===== config.mk =====
export PLATFORM = sky130hd
export DESIGN_NAME = tilt_driven_swing_sequencer_flat
export DESIGN_NICKNAME = d
export VERILOG_FILES = /design/src/rtl/core/tdss_pkg.sv /design/src/rtl/core/tdss_if.sv /design/src/rtl/core/tdss_isqrt.sv /design/src/rtl/core/tdss_cordic.sv /design/src/rtl/core/tilt_driven_swing_sequencer.sv /design/src/flat_wrapper.sv
export SDC_FILE = /design/constraint.sdc
export NUM_CORES = 2
export LEC_CHECK = 0
export ABC_AREA = 1
export ABC_CLOCK_PERIOD_IN_PS = 7900
export BUFFER_PORTS_ARGS = -buffer_cell sky130_fd_sc_hd__buf_4
export CORE_MARGIN = 2
export CORE_UTILIZATION = 65
export DETAILED_ROUTE_END_ITERATION = 16
export MAX_ROUTING_LAYER = met4
export PLACE_DENSITY_LB_ADDON = 0.2
export REMOVE_ABC_BUFFERS = 1
export SYNTH_ARGS = -nofsm -noshare
export SYNTH_HDL_FRONTEND = slang
export SYNTH_SLANG_ARGS = --single-unit
export TNS_END_PERCENT = 20

===== constraint.sdc =====
create_clock -name clk -period 7.9 [get_ports clk]
set_input_delay 1.185 -clock clk [delete_from_list [all_inputs] [get_ports clk]]
set_output_delay 1.185 -clock clk [all_outputs]
set_load 0.02 [all_outputs]

===== src/rtl/core/tdss_pkg.sv =====
package tdss_pkg;

    localparam int DUTY_BITS_DEF       = 12;
    localparam int ACCEL_BITS_DEF      = 16;
    localparam int ANGLE_FRAC_BITS_DEF = 6;

    localparam int CORDIC_STEPS = 22;
    localparam int STEP_BITS    = 5;
    localparam int ANG_BITS     = 24;

    localparam logic [2:0] REG_FWD_ONE = 3'd0;
    localparam logic [2:0] REG_FWD_TWO = 3'd1;
    localparam logic [2:0] REG_REV     = 3'd2;
    localparam logic [2:0] REG_SWING_1 = 3'd3;
    localparam logic [2:0] REG_SWING_2 = 3'd4;
    localparam logic [2:0] REG_REPS    = 3'd5;

    localparam logic [1:0] MODE_IDLE = 2'd0;
    localparam logic [1:0] MODE_ONE  = 2'd1;
    localparam logic [1:0] MODE_TWO  = 2'd2;

    localparam logic [1:0] PH_IDLE = 2'd0;
    localparam logic [1:0] PH_FWD  = 2'd1;
    localparam logic [1:0] PH_REV  = 2'd2;
    localparam logic [1:0] PH_RET  = 2'd3;

    // Arctangent of 2^-i in 2^-16 degree units.
    function automatic logic [ANG_BITS-1:0] atan_entry(input logic [STEP_BITS-1:0] i);
        logic [ANG_BITS-1:0] v;
        begin
            case (i)
                5'd0:  v = 24'd2949120;
                5'd1:  v = 24'd1740967;
                5'd2:  v = 24'd919879;
                5'd3:  v = 24'd466945;
                5'd4:  v = 24'd234379;
                5'd5:  v = 24'd117304;
                5'd6:  v = 24'd58666;
                5'd7:  v = 24'd29335;
                5'd8:  v = 24'd14668;
                5'd9:  v = 24'd7334;
                5'd10: v = 24'd3667;
                5'd11: v = 24'd1833;
                5'd12: v = 24'd917;
                5'd13: v = 24'd458;
                5'd14: v = 24'd229;
                5'd15: v = 24'd115;
                5'd16: v = 24'd57;
                5'd17: v = 24'd29;
                5'd18: v = 24'd14;
                5'd19: v = 24'd7;
                5'd20: v = 24'd4;
                5'd21: v = 24'd2;
                default: v = '0;
            endcase
            return v;
        end
    endfunction

endpackage


===== src/rtl/core/tdss_if.sv =====
interface tdss_in_if #(parameter int ACCEL_BITS = 16);
    logic                         valid;
    logic                         ready;
    logic                         sample_new;
    logic signed [ACCEL_BITS-1:0] accel_x;
    logic signed [ACCEL_BITS-1:0] accel_y;
    logic signed [ACCEL_BITS-1:0] accel_z;
    logic                         button_up;
    logic                         button_down;
    modport source (output valid, sample_new, accel_x, accel_y, accel_z, button_up,
                    button_down, input ready);
    modport sink (input valid, sample_new, accel_x, accel_y, accel_z, button_up,
                  button_down, output ready);
endinterface

interface tdss_out_if #(parameter int DUTY_BITS = 12);
    logic                   valid;
    logic                   ready;
    logic signed [13:0]     roll_angle;
    logic [DUTY_BITS-1:0]   duty_forward;
    logic [DUTY_BITS-1:0]   duty_reverse;
    logic [1:0]             active_routine;
    logic [1:0]             swing_phase;
    logic [7:0]             reps_done;
    modport source (output valid, roll_angle, duty_forward, duty_reverse, active_routine,
                    swing_phase, reps_done, input ready);
    modport sink (input valid, roll_angle, duty_forward, duty_reverse, active_routine,
                  swing_phase, reps_done, output ready);
endinterface

interface tdss_cfg_if;
    logic        valid;
    logic        ready;
    logic [2:0]  index;
    logic [15:0] data;
    modport source (output valid, index, data, input ready);
    modport sink (input valid, index, data, output ready);
endinterface


===== src/rtl/core/tdss_isqrt.sv =====
// Bit-pair restoring square root, one result bit per cycle.
module tdss_isqrt
    import tdss_pkg::*;
#(
    parameter int IN_BITS = 2 * ACCEL_BITS_DEF + 17
)
(
    input  logic                   clk,
    input  logic                   rst_n,
    input  logic                   start,
    input  logic [IN_BITS-1:0]     radicand,
    output logic                   done,
    output logic [IN_BITS/2:0]     root
);

    localparam int HALF  = (IN_BITS + 1) / 2;
    localparam int RB    = 2 * HALF;
    localparam int CNT_B = $clog2(HALF + 1);

    logic [RB-1:0]    rad_reg, rad_next;
    logic [RB+1:0]    rem_reg, rem_next;
    logic [HALF-1:0]  res_reg, res_next;
    logic [CNT_B-1:0] cnt_reg, cnt_next;
    logic             busy_reg, busy_next;
    logic [RB+1:0]    trial;
    logic [RB+1:0]    shifted;

    always_comb
    begin
        rad_next  = rad_reg;
        rem_next  = rem_reg;
        res_next  = res_reg;
        cnt_next  = cnt_reg;
        busy_next = busy_reg;
        shifted   = {rem_reg[RB-1:0], rad_reg[RB-1 -: 2]};
        trial     = {{(RB+2-HALF-2){1'b0}}, res_reg, 2'b01};
        if (start)
        begin
            rad_next  = RB'(radicand);
            rem_next  = '0;
            res_next  = '0;
            cnt_next  = CNT_B'(HALF);
            busy_next = 1'b1;
        end
        else if (busy_reg)
        begin
            rad_next = rad_reg << 2;
            if (shifted >= trial)
            begin
                rem_next = shifted - trial;
                res_next = {res_reg[HALF-2:0], 1'b1};
            end
            else
            begin
                rem_next = shifted;
                res_next = {res_reg[HALF-2:0], 1'b0};
            end
            cnt_next = cnt_reg - 1'b1;
            if (cnt_reg == CNT_B'(1))
                busy_next = 1'b0;
        end
    end

    always_ff @(posedge clk or negedge rst_n)
    begin
        if (!rst_n)
        begin
            busy_reg <= 1'b0;
            cnt_reg  <= '0;
        end
        else
        begin
            busy_reg <= busy_next;
            cnt_reg  <= cnt_next;
        end
    end

    always_ff @(posedge clk)
    begin
        rad_reg <= rad_next;
        rem_reg <= rem_next;
        res_reg <= res_next;
    end

    assign done = busy_reg && (cnt_reg == CNT_B'(1));
    assign root = (IN_BITS/2 + 1)'(res_next);

endmodule


===== src/rtl/core/tdss_cordic.sv =====
// Vectoring rotation, one micro-rotation per cycle through a shared shifter and adder pair.
module tdss_cordic
    import tdss_pkg::*;
#(
    parameter int XW = ACCEL_BITS_DEF + 12
)
(
    input  logic                 clk,
    input  logic                 rst_n,
    input  logic                 start,
    input  logic [XW-1:0]        x_init,
    input  logic [XW-1:0]        y_init,
    output logic                 done,
    output logic signed [ANG_BITS:0] angle
);

    localparam int W = XW + 3;

    logic signed [W-1:0]        cx_reg, cx_next, cy_reg, cy_next;
    logic signed [ANG_BITS:0]   ang_reg, ang_next;
    logic [STEP_BITS-1:0]       step_reg, step_next;
    logic                       busy_reg, busy_next;
    logic signed [W-1:0]        dx, dy;

    function automatic logic signed [W-1:0] tsh(input logic signed [W-1:0] v,
                                                 input logic [STEP_BITS-1:0] s);
        logic [W-1:0] m;
        begin
            m = v[W-1] ? W'(-v) : W'(v);
            m = m >> s;
            return v[W-1] ? -$signed(m) : $signed(m);
        end
    endfunction

    always_comb
    begin
        cx_next   = cx_reg;
        cy_next   = cy_reg;
        ang_next  = ang_reg;
        step_next = step_reg;
        busy_next = busy_reg;
        dx        = tsh(cy_reg, step_reg);
        dy        = tsh(cx_reg, step_reg);
        if (start)
        begin
            cx_next   = $signed({3'b000, x_init});
            cy_next   = $signed({3'b000, y_init});
            ang_next  = '0;
            step_next = '0;
            busy_next = 1'b1;
        end
        else if (busy_reg)
        begin
            if (cy_reg > 0)
            begin
                cx_next  = cx_reg + dx;
                cy_next  = cy_reg - dy;
                ang_next = ang_reg + $signed({1'b0, atan_entry(step_reg)});
            end
            else
            begin
                cx_next  = cx_reg - dx;
                cy_next  = cy_reg + dy;
                ang_next = ang_reg - $signed({1'b0, atan_entry(step_reg)});
            end
            step_next = step_reg + 1'b1;
            if (step_reg == STEP_BITS'(CORDIC_STEPS - 1))
                busy_next = 1'b0;
        end
    end

    always_ff @(posedge clk or negedge rst_n)
    begin
        if (!rst_n)
        begin
            busy_reg <= 1'b0;
            step_reg <= '0;
        end
        else
        begin
            busy_reg <= busy_next;
            step_reg <= step_next;
        end
    end

    always_ff @(posedge clk)
    begin
        cx_reg  <= cx_next;
        cy_reg  <= cy_next;
        ang_reg <= ang_next;
    end

    assign done  = busy_reg && (step_reg == STEP_BITS'(CORDIC_STEPS - 1));
    assign angle = ang_next;

endmodule


===== src/rtl/core/tilt_driven_swing_sequencer.sv =====
// Flow: an item without a fresh sample or with zero y goes from ST_IDLE through ST_SEQ to
// ST_OUT; otherwise the square root (one bit per cycle) in ST_SQRT and 22 CORDIC
// micro-rotations in ST_ROT run first.
// Throughput: one transaction at a time; the next is accepted once the result is taken.
// Reset (rst_n, asynchronous, active low) loads the register defaults and clears
// the routine, phase, count and stored roll.
module tilt_driven_swing_sequencer
    import tdss_pkg::*;
#(
    parameter int DUTY_BITS       = DUTY_BITS_DEF,
    parameter int ACCEL_BITS      = ACCEL_BITS_DEF,
    parameter int ANGLE_FRAC_BITS = ANGLE_FRAC_BITS_DEF
)
(
    input  logic   clk,
    input  logic   rst_n,
    tdss_in_if.sink    in_ch,
    tdss_out_if.source out_ch,
    tdss_cfg_if.sink   cfg
);

    // The squared sum is scaled by 2^16, so the root is the magnitude times 256.
    localparam int SQ_IN  = 2 * ACCEL_BITS + 17;
    localparam int ROOT_W = SQ_IN / 2 + 1;
    localparam int XW     = ACCEL_BITS + 9;
    localparam int SH     = 16 - ANGLE_FRAC_BITS;
    localparam int LIM    = 90 * (1 << ANGLE_FRAC_BITS);

    typedef enum logic [4:0] {
        ST_IDLE = 5'b00001,
        ST_SQRT = 5'b00010,
        ST_ROT  = 5'b00100,
        ST_SEQ  = 5'b01000,
        ST_OUT  = 5'b10000
    } state_t;

    state_t state_reg, state_next;

    logic [DUTY_BITS-1:0] fwd1_reg, fwd2_reg, rev_reg;
    logic [12:0]          sw1_reg, sw2_reg;
    logic [7:0]           reps_reg;
    logic [1:0]           mode_reg, mode_next;
    logic [1:0]           phase_reg, phase_next;
    logic [7:0]           cnt_reg, cnt_next;
    logic signed [13:0]   roll_reg, roll_next;
    logic                 up_reg, down_reg, yneg_reg;
    logic [ACCEL_BITS-1:0] ymag_reg;

    logic                 sq_start, sq_done, cr_start, cr_done;
    logic [ROOT_W-1:0]    root;
    logic signed [ANG_BITS:0] angle;
    logic [ANG_BITS:0]    ang_pos;
    logic [ANG_BITS:0]    mag_full;
    logic [13:0]          mag;
    logic signed [13:0]   swing;
    logic signed [ACCEL_BITS-1:0] ax, az;
    logic signed [2*ACCEL_BITS-1:0] xsq, zsq;
    logic [2*ACCEL_BITS:0] sumsq;
    logic [7:0]           cnt_inc;

    // The squares are formed at full width; each is non-negative, so the sum fits.
    assign ax    = in_ch.accel_x;
    assign az    = in_ch.accel_z;
    assign xsq   = ax * ax;
    assign zsq   = az * az;
    assign sumsq = {1'b0, xsq} + {1'b0, zsq};

    assign in_ch.ready = (state_reg == ST_IDLE);
    assign cfg.ready   = 1'b1;

    // Configuration registers.
    always_ff @(posedge clk or negedge rst_n)
    begin
        if (!rst_n)
        begin
            fwd1_reg <= DUTY_BITS'(850);
            fwd2_reg <= DUTY_BITS'(830);
            rev_reg  <= DUTY_BITS'(800);
            sw1_reg  <= 13'd640;
            sw2_reg  <= 13'd320;
            reps_reg <= 8'd5;
        end
        else if (cfg.valid)
        begin
            unique case (cfg.index)
                REG_FWD_ONE: fwd1_reg <= DUTY_BITS'(cfg.data[11:0]);
                REG_FWD_TWO: fwd2_reg <= DUTY_BITS'(cfg.data[11:0]);
                REG_REV:     rev_reg  <= DUTY_BITS'(cfg.data[11:0]);
                REG_SWING_1: sw1_reg  <= cfg.data[12:0];
                REG_SWING_2: sw2_reg  <= cfg.data[12:0];
                REG_REPS:    reps_reg <= cfg.data[7:0];
                default: ;
            endcase
        end
    end

    // The root unit loads the radicand straight from the accepted transaction.
    tdss_isqrt #(.IN_BITS(SQ_IN)) u_sqrt (
        .clk(clk), .rst_n(rst_n), .start(sq_start), .radicand({sumsq, 16'd0}),
        .done(sq_done), .root(root)
    );

    tdss_cordic #(.XW(XW)) u_cordic (
        .clk(clk), .rst_n(rst_n), .start(cr_start),
        .x_init(XW'(root)), .y_init(XW'({ymag_reg, 8'd0})),
        .done(cr_done), .angle(angle)
    );

    // Round half away from zero (the angle is clamped to non-negative first), then limit.
    assign ang_pos  = angle[ANG_BITS] ? '0 : $unsigned(angle);
    assign mag_full = (ang_pos + ((ANG_BITS+1)'(1) << SH >> 1)) >> SH;
    assign mag      = (mag_full > (ANG_BITS+1)'(LIM)) ? 14'(LIM) : mag_full[13:0];

    assign swing   = (mode_reg == MODE_ONE) ? $signed({1'b0, sw1_reg})
                                            : $signed({1'b0, sw2_reg});
    assign cnt_inc = cnt_reg + 8'd1;

    always_comb
    begin
        state_next = state_reg;
        mode_next  = mode_reg;
        phase_next = phase_reg;
        cnt_next   = cnt_reg;
        roll_next  = roll_reg;
        sq_start   = 1'b0;
        cr_start   = 1'b0;
        unique case (state_reg)
            ST_IDLE:
            begin
                if (in_ch.valid)
                begin
                    if (in_ch.sample_new && (in_ch.accel_y == '0))
                    begin
                        roll_next  = '0;
                        state_next = ST_SEQ;
                    end
                    else if (in_ch.sample_new)
                        state_next = ST_SQRT;
                    else
                        state_next = ST_SEQ;
                end
            end
            ST_SQRT:
            begin
                if (sq_done)
                begin
                    cr_start   = 1'b1;
                    state_next = ST_ROT;
                end
            end
            ST_ROT:
            begin
                if (cr_done)
                begin
                    roll_next  = yneg_reg ? -$signed(mag) : $signed(mag);
                    state_next = ST_SEQ;
                end
            end
            ST_SEQ:
            begin
                state_next = ST_OUT;
                if (mode_reg == MODE_IDLE)
                begin
                    if (up_reg)
                    begin
                        mode_next = MODE_ONE; phase_next = PH_FWD; cnt_next = '0;
                    end
                    else if (down_reg)
                    begin
                        mode_next = MODE_TWO; phase_next = PH_FWD; cnt_next = '0;
                    end
                end
                else if (phase_reg == PH_FWD)
                begin
                    if (roll_reg > swing)
                        phase_next = PH_REV;
                end
                else if (phase_reg == PH_REV)
                begin
                    if (roll_reg < -swing)
                        phase_next = PH_RET;
                end
                else if (roll_reg > 0)
                begin
                    cnt_next = cnt_inc;
                    if (cnt_inc >= reps_reg)
                    begin
                        mode_next = MODE_IDLE; phase_next = PH_IDLE;
                    end
                    else
                        phase_next = PH_FWD;
                end
            end
            ST_OUT:
            begin
                if (out_ch.ready)
                    state_next = ST_IDLE;
            end
            default: state_next = ST_IDLE;
        endcase
        sq_start = (state_reg == ST_IDLE) && in_ch.valid && in_ch.sample_new
                   && (in_ch.accel_y != '0);
    end

    always_ff @(posedge clk or negedge rst_n)
    begin
        if (!rst_n)
        begin
            state_reg <= ST_IDLE;
            mode_reg  <= MODE_IDLE;
            phase_reg <= PH_IDLE;
            cnt_reg   <= '0;
            roll_reg  <= '0;
        end
        else
        begin
            state_reg <= state_next;
            mode_reg  <= mode_next;
            phase_reg <= phase_next;
            cnt_reg   <= cnt_next;
            roll_reg  <= roll_next;
        end
    end

    // The transaction's buttons and the sign and magnitude of y are captured on acceptance.
    always_ff @(posedge clk)
    begin
        if (in_ch.valid && in_ch.ready)
        begin
            up_reg   <= in_ch.button_up;
            down_reg <= in_ch.button_down;
            yneg_reg <= in_ch.accel_y[ACCEL_BITS-1];
            ymag_reg <= in_ch.accel_y[ACCEL_BITS-1] ? ACCEL_BITS'(-in_ch.accel_y)
                                                    : ACCEL_BITS'(in_ch.accel_y);
        end
    end

    assign out_ch.valid          = (state_reg == ST_OUT);
    assign out_ch.roll_angle     = roll_reg;
    assign out_ch.duty_forward   = (phase_reg == PH_FWD || phase_reg == PH_RET)
                                   ? ((mode_reg == MODE_ONE) ? fwd1_reg : fwd2_reg) : '0;
    assign out_ch.duty_reverse   = (phase_reg == PH_REV) ? rev_reg : '0;
    assign out_ch.active_routine = mode_reg;
    assign out_ch.swing_phase    = phase_reg;
    assign out_ch.reps_done      = cnt_reg;

`ifndef SYNTHESIS
    a_phase_mode: assert property (@(posedge clk) disable iff (!rst_n)
        (mode_reg == MODE_IDLE) == (phase_reg == PH_IDLE))
        else $error("phase and routine disagree");
    a_roll_range: assert property (@(posedge clk) disable iff (!rst_n)
        roll_reg <= 14'sd5760 && roll_reg >= -14'sd5760)
        else $error("roll out of range");
    a_hold_out: assert property (@(posedge clk) disable iff (!rst_n)
        (state_reg == ST_OUT) && !out_ch.ready |=> $stable(roll_reg) && $stable(phase_reg))
        else $error("result changed while stalled");
`endif

endmodule

===== src/flat_wrapper.sv =====
// flat-port wrapper written by rule: the top's interface ports become plain ports
module tilt_driven_swing_sequencer_flat import tdss_pkg::*;
#(
    parameter int DUTY_BITS       = DUTY_BITS_DEF,
    parameter int ACCEL_BITS      = ACCEL_BITS_DEF,
    parameter int ANGLE_FRAC_BITS = ANGLE_FRAC_BITS_DEF
)
  (clk, rst_n, in_ch_valid, in_ch_sample_new, in_ch_accel_x, in_ch_accel_y, in_ch_accel_z, in_ch_button_up, in_ch_button_down, in_ch_ready, out_ch_valid, out_ch_roll_angle, out_ch_duty_forward, out_ch_duty_reverse, out_ch_active_routine, out_ch_swing_phase, out_ch_reps_done, out_ch_ready, cfg_valid, cfg_index, cfg_data, cfg_ready);
  tdss_in_if #(.ACCEL_BITS(ACCEL_BITS)) in_ch_i ();
  tdss_out_if #(.DUTY_BITS(DUTY_BITS)) out_ch_i ();
  tdss_cfg_if cfg_i ();
  input  logic clk;
  input  logic rst_n;
  input wire logic [$bits(in_ch_i.valid)-1:0] in_ch_valid;
  input wire logic [$bits(in_ch_i.sample_new)-1:0] in_ch_sample_new;
  input wire logic [$bits(in_ch_i.accel_x)-1:0] in_ch_accel_x;
  input wire logic [$bits(in_ch_i.accel_y)-1:0] in_ch_accel_y;
  input wire logic [$bits(in_ch_i.accel_z)-1:0] in_ch_accel_z;
  input wire logic [$bits(in_ch_i.button_up)-1:0] in_ch_button_up;
  input wire logic [$bits(in_ch_i.button_down)-1:0] in_ch_button_down;
  output wire logic [$bits(in_ch_i.ready)-1:0] in_ch_ready;
  output wire logic [$bits(out_ch_i.valid)-1:0] out_ch_valid;
  output wire logic [$bits(out_ch_i.roll_angle)-1:0] out_ch_roll_angle;
  output wire logic [$bits(out_ch_i.duty_forward)-1:0] out_ch_duty_forward;
  output wire logic [$bits(out_ch_i.duty_reverse)-1:0] out_ch_duty_reverse;
  output wire logic [$bits(out_ch_i.active_routine)-1:0] out_ch_active_routine;
  output wire logic [$bits(out_ch_i.swing_phase)-1:0] out_ch_swing_phase;
  output wire logic [$bits(out_ch_i.reps_done)-1:0] out_ch_reps_done;
  input wire logic [$bits(out_ch_i.ready)-1:0] out_ch_ready;
  input wire logic [$bits(cfg_i.valid)-1:0] cfg_valid;
  input wire logic [$bits(cfg_i.index)-1:0] cfg_index;
  input wire logic [$bits(cfg_i.data)-1:0] cfg_data;
  output wire logic [$bits(cfg_i.ready)-1:0] cfg_ready;
  assign in_ch_i.valid = in_ch_valid;
  assign in_ch_i.sample_new = in_ch_sample_new;
  assign in_ch_i.accel_x = in_ch_accel_x;
  assign in_ch_i.accel_y = in_ch_accel_y;
  assign in_ch_i.accel_z = in_ch_accel_z;
  assign in_ch_i.button_up = in_ch_button_up;
  assign in_ch_i.button_down = in_ch_button_down;
  assign in_ch_ready = in_ch_i.ready;
  assign out_ch_valid = out_ch_i.valid;
  assign out_ch_roll_angle = out_ch_i.roll_angle;
  assign out_ch_duty_forward = out_ch_i.duty_forward;
  assign out_ch_duty_reverse = out_ch_i.duty_reverse;
  assign out_ch_active_routine = out_ch_i.active_routine;
  assign out_ch_swing_phase = out_ch_i.swing_phase;
  assign out_ch_reps_done = out_ch_i.reps_done;
  assign out_ch_i.ready = out_ch_ready;
  assign cfg_i.valid = cfg_valid;
  assign cfg_i.index = cfg_index;
  assign cfg_i.data = cfg_data;
  assign cfg_ready = cfg_i.ready;
  tilt_driven_swing_sequencer #(.DUTY_BITS(DUTY_BITS), .ACCEL_BITS(ACCEL_BITS), .ANGLE_FRAC_BITS(ANGLE_FRAC_BITS)) u_core (.clk(clk), .rst_n(rst_n), .in_ch(in_ch_i), .out_ch(out_ch_i), .cfg(cfg_i));
endmodule

Yosys cells after proc, flatten, opt, wreduce, memory -nomap -nowiden
Memory sizes are Yosys's and may differ from the RTL's.
Index checks and enable logic that the tools add are counted.
{"block": "word_totals", "elab_cells": 193, "register_bits": 322, "n_memories": 2, "romBits": 1408}
{"memory": "(no name shown)", "words": 32, "word_bits": 22, "rd": 1, "rd_ports_with_merged_regs": 0, "write_ports": 0, "line_no": "tdss_pkg.sv:31", "source": "case (i)"}
{"memory": "(no name shown)", "words": 32, "word_bits": 22, "rd": 1, "rd_ports_with_merged_regs": 0, "write_ports": 0, "line_no": "tdss_pkg.sv:31"}
{"block": "op_classes", "order_cmp": 7, "multipliers": 2, "shifts": 2, "muxes": 78, "addsub": 19, "n_eq_ne": 26, "n_reduce_logical": 28}
{"cell": "$mux W24", "count": 9}
{"cell": "$mux W25", "count": 7}
{"cell": "$mux W28", "count": 6}
{"cell": "$neg A28 Y28", "count": 4}
{"cell": "$mux W49", "count": 2}
{"cell": "$mux W14", "count": 5}
{"cell": "$mul A16 B16 Y32", "count": 2}
{"cell": "$add A28 B28 Y28", "count": 2}
{"cell": "$shr A28 B5 Y28", "count": 2}
{"cell": "$sub A28 B28 Y28", "count": 2}
{"cell": "$ge A52 B27 Y1", "count": 1}
{"cell": "$mux W50", "count": 1}
{"cell": "$sub A50 B27 Y50", "count": 1}
{"cell": "$mux W8", "count": 6}
{"cell": "$mux W5", "count": 9}
{"cell": "$mux W12", "count": 3}
{"cell": "$add A32 B32 Y33", "count": 1}
{"cell": "$mux W2", "count": 15}
{"cell": "$gt A28 B1 Y1 const B", "count": 1}
{"cell": "$neg A14 Y14", "count": 2}
{"cell": "$pmux W14 S2", "count": 1}
{"cell": "$add A25 B10 Y25 const B", "count": 1}
{"cell": "$add A25 B25 Y25", "count": 1}
{"cell": "$pmux W5 S5", "count": 1}
{"cell": "other kinds (41)", "count": 77}

Logic depth before layout (Yosys ltp)
{"block": "logic_depth", "depth_word": 17, "mapped_depth": 56, "depth_no_buf": 53}

Cells and area by module
Synthesis repeated with hierarchy kept, for this count alone.
{"block": "unflattened", "cells_unflattened": 7543, "hier_area_um2": 51767.1}
{"module": "tilt_driven_swing_sequencer", "area_per_inst_um2": 27121.0, "cells_per_inst": 3394, "n_inst": 1}
{"module": "tdss_cordic", "area_per_inst_um2": 15991.6, "cells_per_inst": 2778, "n_inst": 1}
{"module": "tdss_isqrt", "area_per_inst_um2": 8654.6, "cells_per_inst": 1371, "n_inst": 1}

Worst setup path before layout
OpenSTA, ideal clock, no wires.
{"block": "synth_timing", "path_kind": "input-to-reg", "start": "input port in_ch_accel_z[1]", "end": "register u_core.u_sqrt.rad_reg[47], data pin", "setup_time_ps": 269, "required_ps": 7631, "t_arrival_ps": 8202, "path_slack_ps": -571, "n_path_buf": 2, "cell_stages": 32, "cell_sequence": "clkbuf_1 clkbuf_1 nand2_1 fa_1 inv_1 fa_1 inv_1 fa_1 inv_1 fa_1 inv_1 fa_1 inv_1 fa_1 ha_1 nand2_1 o21ai_0 a21oi_1 o21ai_0 a21boi_0 o21ai_0 a21boi_0 o21ai_0 a21oi_1 nor2_1 nor2_1 xor2_1 ha_1 inv_1 o41ai_1 xor2_1 o21ai_0"}
{"block": "synth_between", "elab_chain_cells": 3}
{"element": "start, declared", "line_no": "flat_wrapper.sv:18", "source": "input wire logic [$bits(in_ch_i.accel_z)-1:0] in_ch_accel_z;"}
{"element": "$mul A16 B16 Y32", "line_no": "tilt_driven_swing_sequencer.sv:65", "source": "assign zsq = az * az;"}
{"element": "$add A32 B32 Y33", "line_no": "tilt_driven_swing_sequencer.sv:66", "source": "assign sumsq = {1'b0, xsq} + {1'b0, zsq};"}
{"element": "$mux W49", "line_no": "tdss_isqrt.sv:37", "source": "if (start)"}
{"element": "via u_core.u_sqrt.rad_next[47]", "line_no": "tdss_isqrt.sv:20", "source": "logic [RB-1:0] rad_reg, rad_next;"}
{"element": "end signal, assigned", "line_no": "tdss_isqrt.sv:80", "source": "rad_reg <= rad_next;"}
{"element": "end, declared", "line_no": "tdss_isqrt.sv:20"}
The timed path passes the listed nets, and every way through them passes these cells.
A chain may end at the register's enable or synchronous reset.

Worst setup path after layout
{"block": "layout_timing", "start": "input port in_ch_accel_z[4]", "end": "register u_core.u_sqrt.rad_reg[48], data pin"}
The elaborated chain is that of the path after synthesis.

==> results.sh <==
export IMPL_status="finished, final reports clean"
export IMPL_worst_case_headroom_to_the_max_slew_limit_pct=16.2
export IMPL_tritoncts="yes"
export IMPL_hold_path_endpoint="u_core.u_cordic.ang_reg[7]"
export IMPL_crit_path_top_delay_cell="fa_1"
export IMPL_postLayoutCoreUtil_pct=73.4
export IMPL_post_route_cells_drive_above_1_share_pct=10.5
export IMPL_core_area_mm2=0.0717
export IMPL_report_final_slew_viol_count=0
export IMPL_r2r_path_end="u_core.u_cordic.cy_reg[27]"
export IMPL_routed_via_density=5.58
export IMPL_layout_filler_cells=5715
export IMPL_drt_wl_total_um=125000
export IMPL_min_period_over_period_pct=97.5
export IMPL_htreeDepth=2
export IMPL_worstSetupPathType="in2reg"
export IMPL_maxCapViolCount=0
export IMPL_post_dp_hpwl_um=98800
export IMPL_ys_seq_area_share_pct=16.9
export IMPL_root_buffer="clkbuf_16"
export IMPL_layout_area_overhead_vs_synth_pct=11.5
export IMPL_grt_max_degree=80
export IMPL_synth_top_area_cell="fa_1"
export IMPL_flip_flop_count_of_the_largest_register_after_layout=50
export IMPL_drt_first_iter_violations=3696
export IMPL_yosys_register_bits=322
export IMPL_placement_io_buffers=123
export IMPL_routabilityCongestion=0.986
export IMPL_cts_buffers_inserted=39
export IMPL_multi_input_combinational_cell_area_mm2=0.0342
export IMPL_detailedRoute_firstPassIterationCount=8
export IMPL_yosysWarningCount=0
export IMPL_grt_antenna_before_repair=2
export IMPL_worst_hold_path_type="reg2reg"
export IMPL_synthesis_area_per_instance_um2=7.15
export IMPL_first_global_vias=43200
export IMPL_synthCells=6606
export IMPL_path_common_cell="fa_1"
export IMPL_report_final_hold_viol_count=0
export IMPL_vias=43900
export IMPL_reg2reg_depth=48
export IMPL_overall_global_routing_resource_usage_pct=34.4
export IMPL_hp_start="u_core.u_cordic.ang_reg[7]"
export IMPL_clock_sinks=322
export IMPL_grt_first_pass_wirelength_um=205000
export IMPL_yosysUniqueCellTypes=70
export IMPL_netlist_area_mm2=0.0472
export IMPL_floorplan_die_area_mm2=0.0748
export IMPL_critPathCaptureType="flop"
export IMPL_r2r_start="u_core.u_cordic.cx_reg[1]"
export IMPL_grt_overflow_total=0
export IMPL_die_height_um=274
export IMPL_io_pins=128
export IMPL_unrepaired_setup_endpoints_after_global_routing="true"
export IMPL_worst_path_largest_cell_delay_ns=0.56
export IMPL_post_synth_top_area_fraction_pct=20.5
export IMPL_route_antenna_remaining_nets=0
export IMPL_r2r_slack_ns=0.65
export IMPL_preCtsSetupSlack_ns=-0.901
export IMPL_clkLatencyLatePin_ns=0.58
export IMPL_num_rows=98
export IMPL_worst_clock_skew_ns=0.0190
export IMPL_postSynth_asyncResetShare_pct=35.1
export IMPL_timing_final_crit_period_ns=7.70
export IMPL_die_width_um=274
export IMPL_worst_setup_hold_path_clk_slew_ns=0.07
export IMPL_ff_latch_area_mm2=0.00798
export IMPL_crit_path_start_kind="input port"
export IMPL_finish_net_count=7807
export IMPL_crit_path_max_fanout=6
export IMPL_floorplan_initialDensity_pct=65.9
export IMPL_synthTopCellsByArea="fa_1 (21%), nand2_1 (13%), ha_1 (9.5%)"
export IMPL_critPathRequiredTime_ns=8.23
export IMPL_hold_buffers=0
export IMPL_critical_path_arrival_ns=8.04
export IMPL_avgRoutedWirePerCell_um=15.8
export IMPL_min_delay_path_depth=2
export IMPL_synth_flop_cell="dfxtp_1"
export IMPL_max_clock_freq_mhz=130
export IMPL_cts_buffer_depth=3
export IMPL_synth_enable_flop_cells=93
export IMPL_tightestPinTransition_ns=1.26
export IMPL_final_setup_worst_slack_ns=0.195
export IMPL_finalSetupViolations=0
export IMPL_post_route_drc_count=0
metal layers:
| layer | vias up | track usage [%] | wire length (um) |
|---|---|---|---|
| met3 | 255 | 4.11 | 8080 |
| met2 | 1440 | 57.9 | 60800 |
| met4 | 0 | 9.68 | 3420 |
| met1 | 20800 | 43.9 | 52400 |
| met5 | - | - | 0 |
| li1 | 21400 | - | - |
timing repair:
action	CTS	global route
pin swaps	0	42
hold endpoints to repair	0	0
gates resized for setup	6	102
cloned	0	1
setup endpoints to repair	4	24
setup buffers	0	5
cell usage after synthesis (18+ instances only):
| library cell | n |
|---|---|
| dfxtp_1 | 116 |
| dfstp_2 | 22 |
| nor2_1 | 432 |
| nand2_1 | 1655 |
| inv_1 | 1196 |
| clkbuf_1 | 141 |
| o21bai_1 | 21 |
| fa_1 | 484 |
| nand3_1 | 462 |
| nand4_1 | 64 |
| o211ai_1 | 25 |
| o21ai_1 | 18 |
| or2_2 | 28 |
| a21oi_1 | 298 |
| xnor2_1 | 113 |
| o31ai_1 | 18 |
| edfxtp_1 | 93 |
| ha_1 | 359 |
| nor3_1 | 60 |
| nand3b_1 | 24 |
| o21ai_0 | 351 |
| nor4_1 | 18 |
| nand2_2 | 20 |
| dfrtp_1 | 91 |
| buf_1 | 46 |
| o22ai_1 | 60 |
| xor2_1 | 217 |
worst max path at each step:
stage | startpoint | end | slack, ns | cells past startpoint
after floorplan | u_core.u_cordic.cy_reg[27] | u_core.out_ch.roll_angle[10] | -1.93 | 42
after global placement | in_ch_accel_z[1] | u_core.u_sqrt.rad_reg[47] | -0.68 | 37
after global routing | in_ch_accel_z[8] | u_core.u_sqrt.rad_reg[48] | -0.18 | 37
after CTS | in_ch_accel_z[6] | u_core.u_sqrt.rad_reg[47] | 0.01 | 37
after detailed placement | in_ch_accel_z[6] | u_core.u_sqrt.rad_reg[47] | -0.90 | 37
final | in_ch_accel_z[4] | u_core.u_sqrt.rad_reg[48] | 0.20 | 35
layout by cell type (no fill, tap or decap), types with 56 or more instances in the layout:
cell type     n
nor2_1      421
inv_1      1192
a21oi_1     287
nor3_1       56
dfxtp_1     114
fa_1        480
ha_1        350
dfrtp_1      88
nand2_1    1643
edfxtp_1     93
o21ai_0     327
xnor2_1     112
xor2_1      215
nand3_1     461
buf_4       450
nand4_1      64
o22ai_1      60
cell families after synthesis:
logic type / count (synthesis) / synth area share, %
AO/OA/AOI/OAI: 865 / 10.1
flip-flops: 322 / 16.9
other: 1 / 0.00794
adder cells (fa/ha/maj): 843 / 30.0
AND/OR/NAND/NOR: 2808 / 25.1
XOR/XNOR: 330 / 6.12
buffers and inverters: 1427 / 11.6
multiplexers: 10 / 0.212
area by class of cell:
class	instances	share of cell area, %
diodes	1	0.00475
clock buffers	50	2.15
clock inverters	22	0.356
inverters	1212	8.65
multi-input cells	4858	64.9
flip-flops and latches	322	15.1
well taps	950	2.26
repair buffers	456	6.58
worst max-delay path, delay by kind of cell:
family	cells	cell delay [ns]
AOI/OAI and AO/OA	6	1.01
xor gates and xnor gates	1	0.15
adders and majority gates	8	3.63
buffers and inverters	8	0.80
and+or+nand+nor	12	1.23
stage by stage:
| stage | std cells | hold WS [ns] | cell area (um2) | TNS (ns) |
|---|---|---|---|---|
| after floorplan | 6391 | 0.433 | 46300 | -32.47 |
| after CTS | 7864 | 0.473 | 52300 | 0 |
| after global placement | 7792 | 0.446 | 51000 | -3.54 |
| after global routing | 7871 | 0.490 | 52700 | -0.595 |
| after detailed placement | 7792 | 0.456 | 51000 | -5.55 |
| final | 7871 | 0.472 | 52700 | 0 |
Power is left out: the tool's default activity adds up to more than one toggle a clock period on the data nets, which glitch-free logic cannot reach.
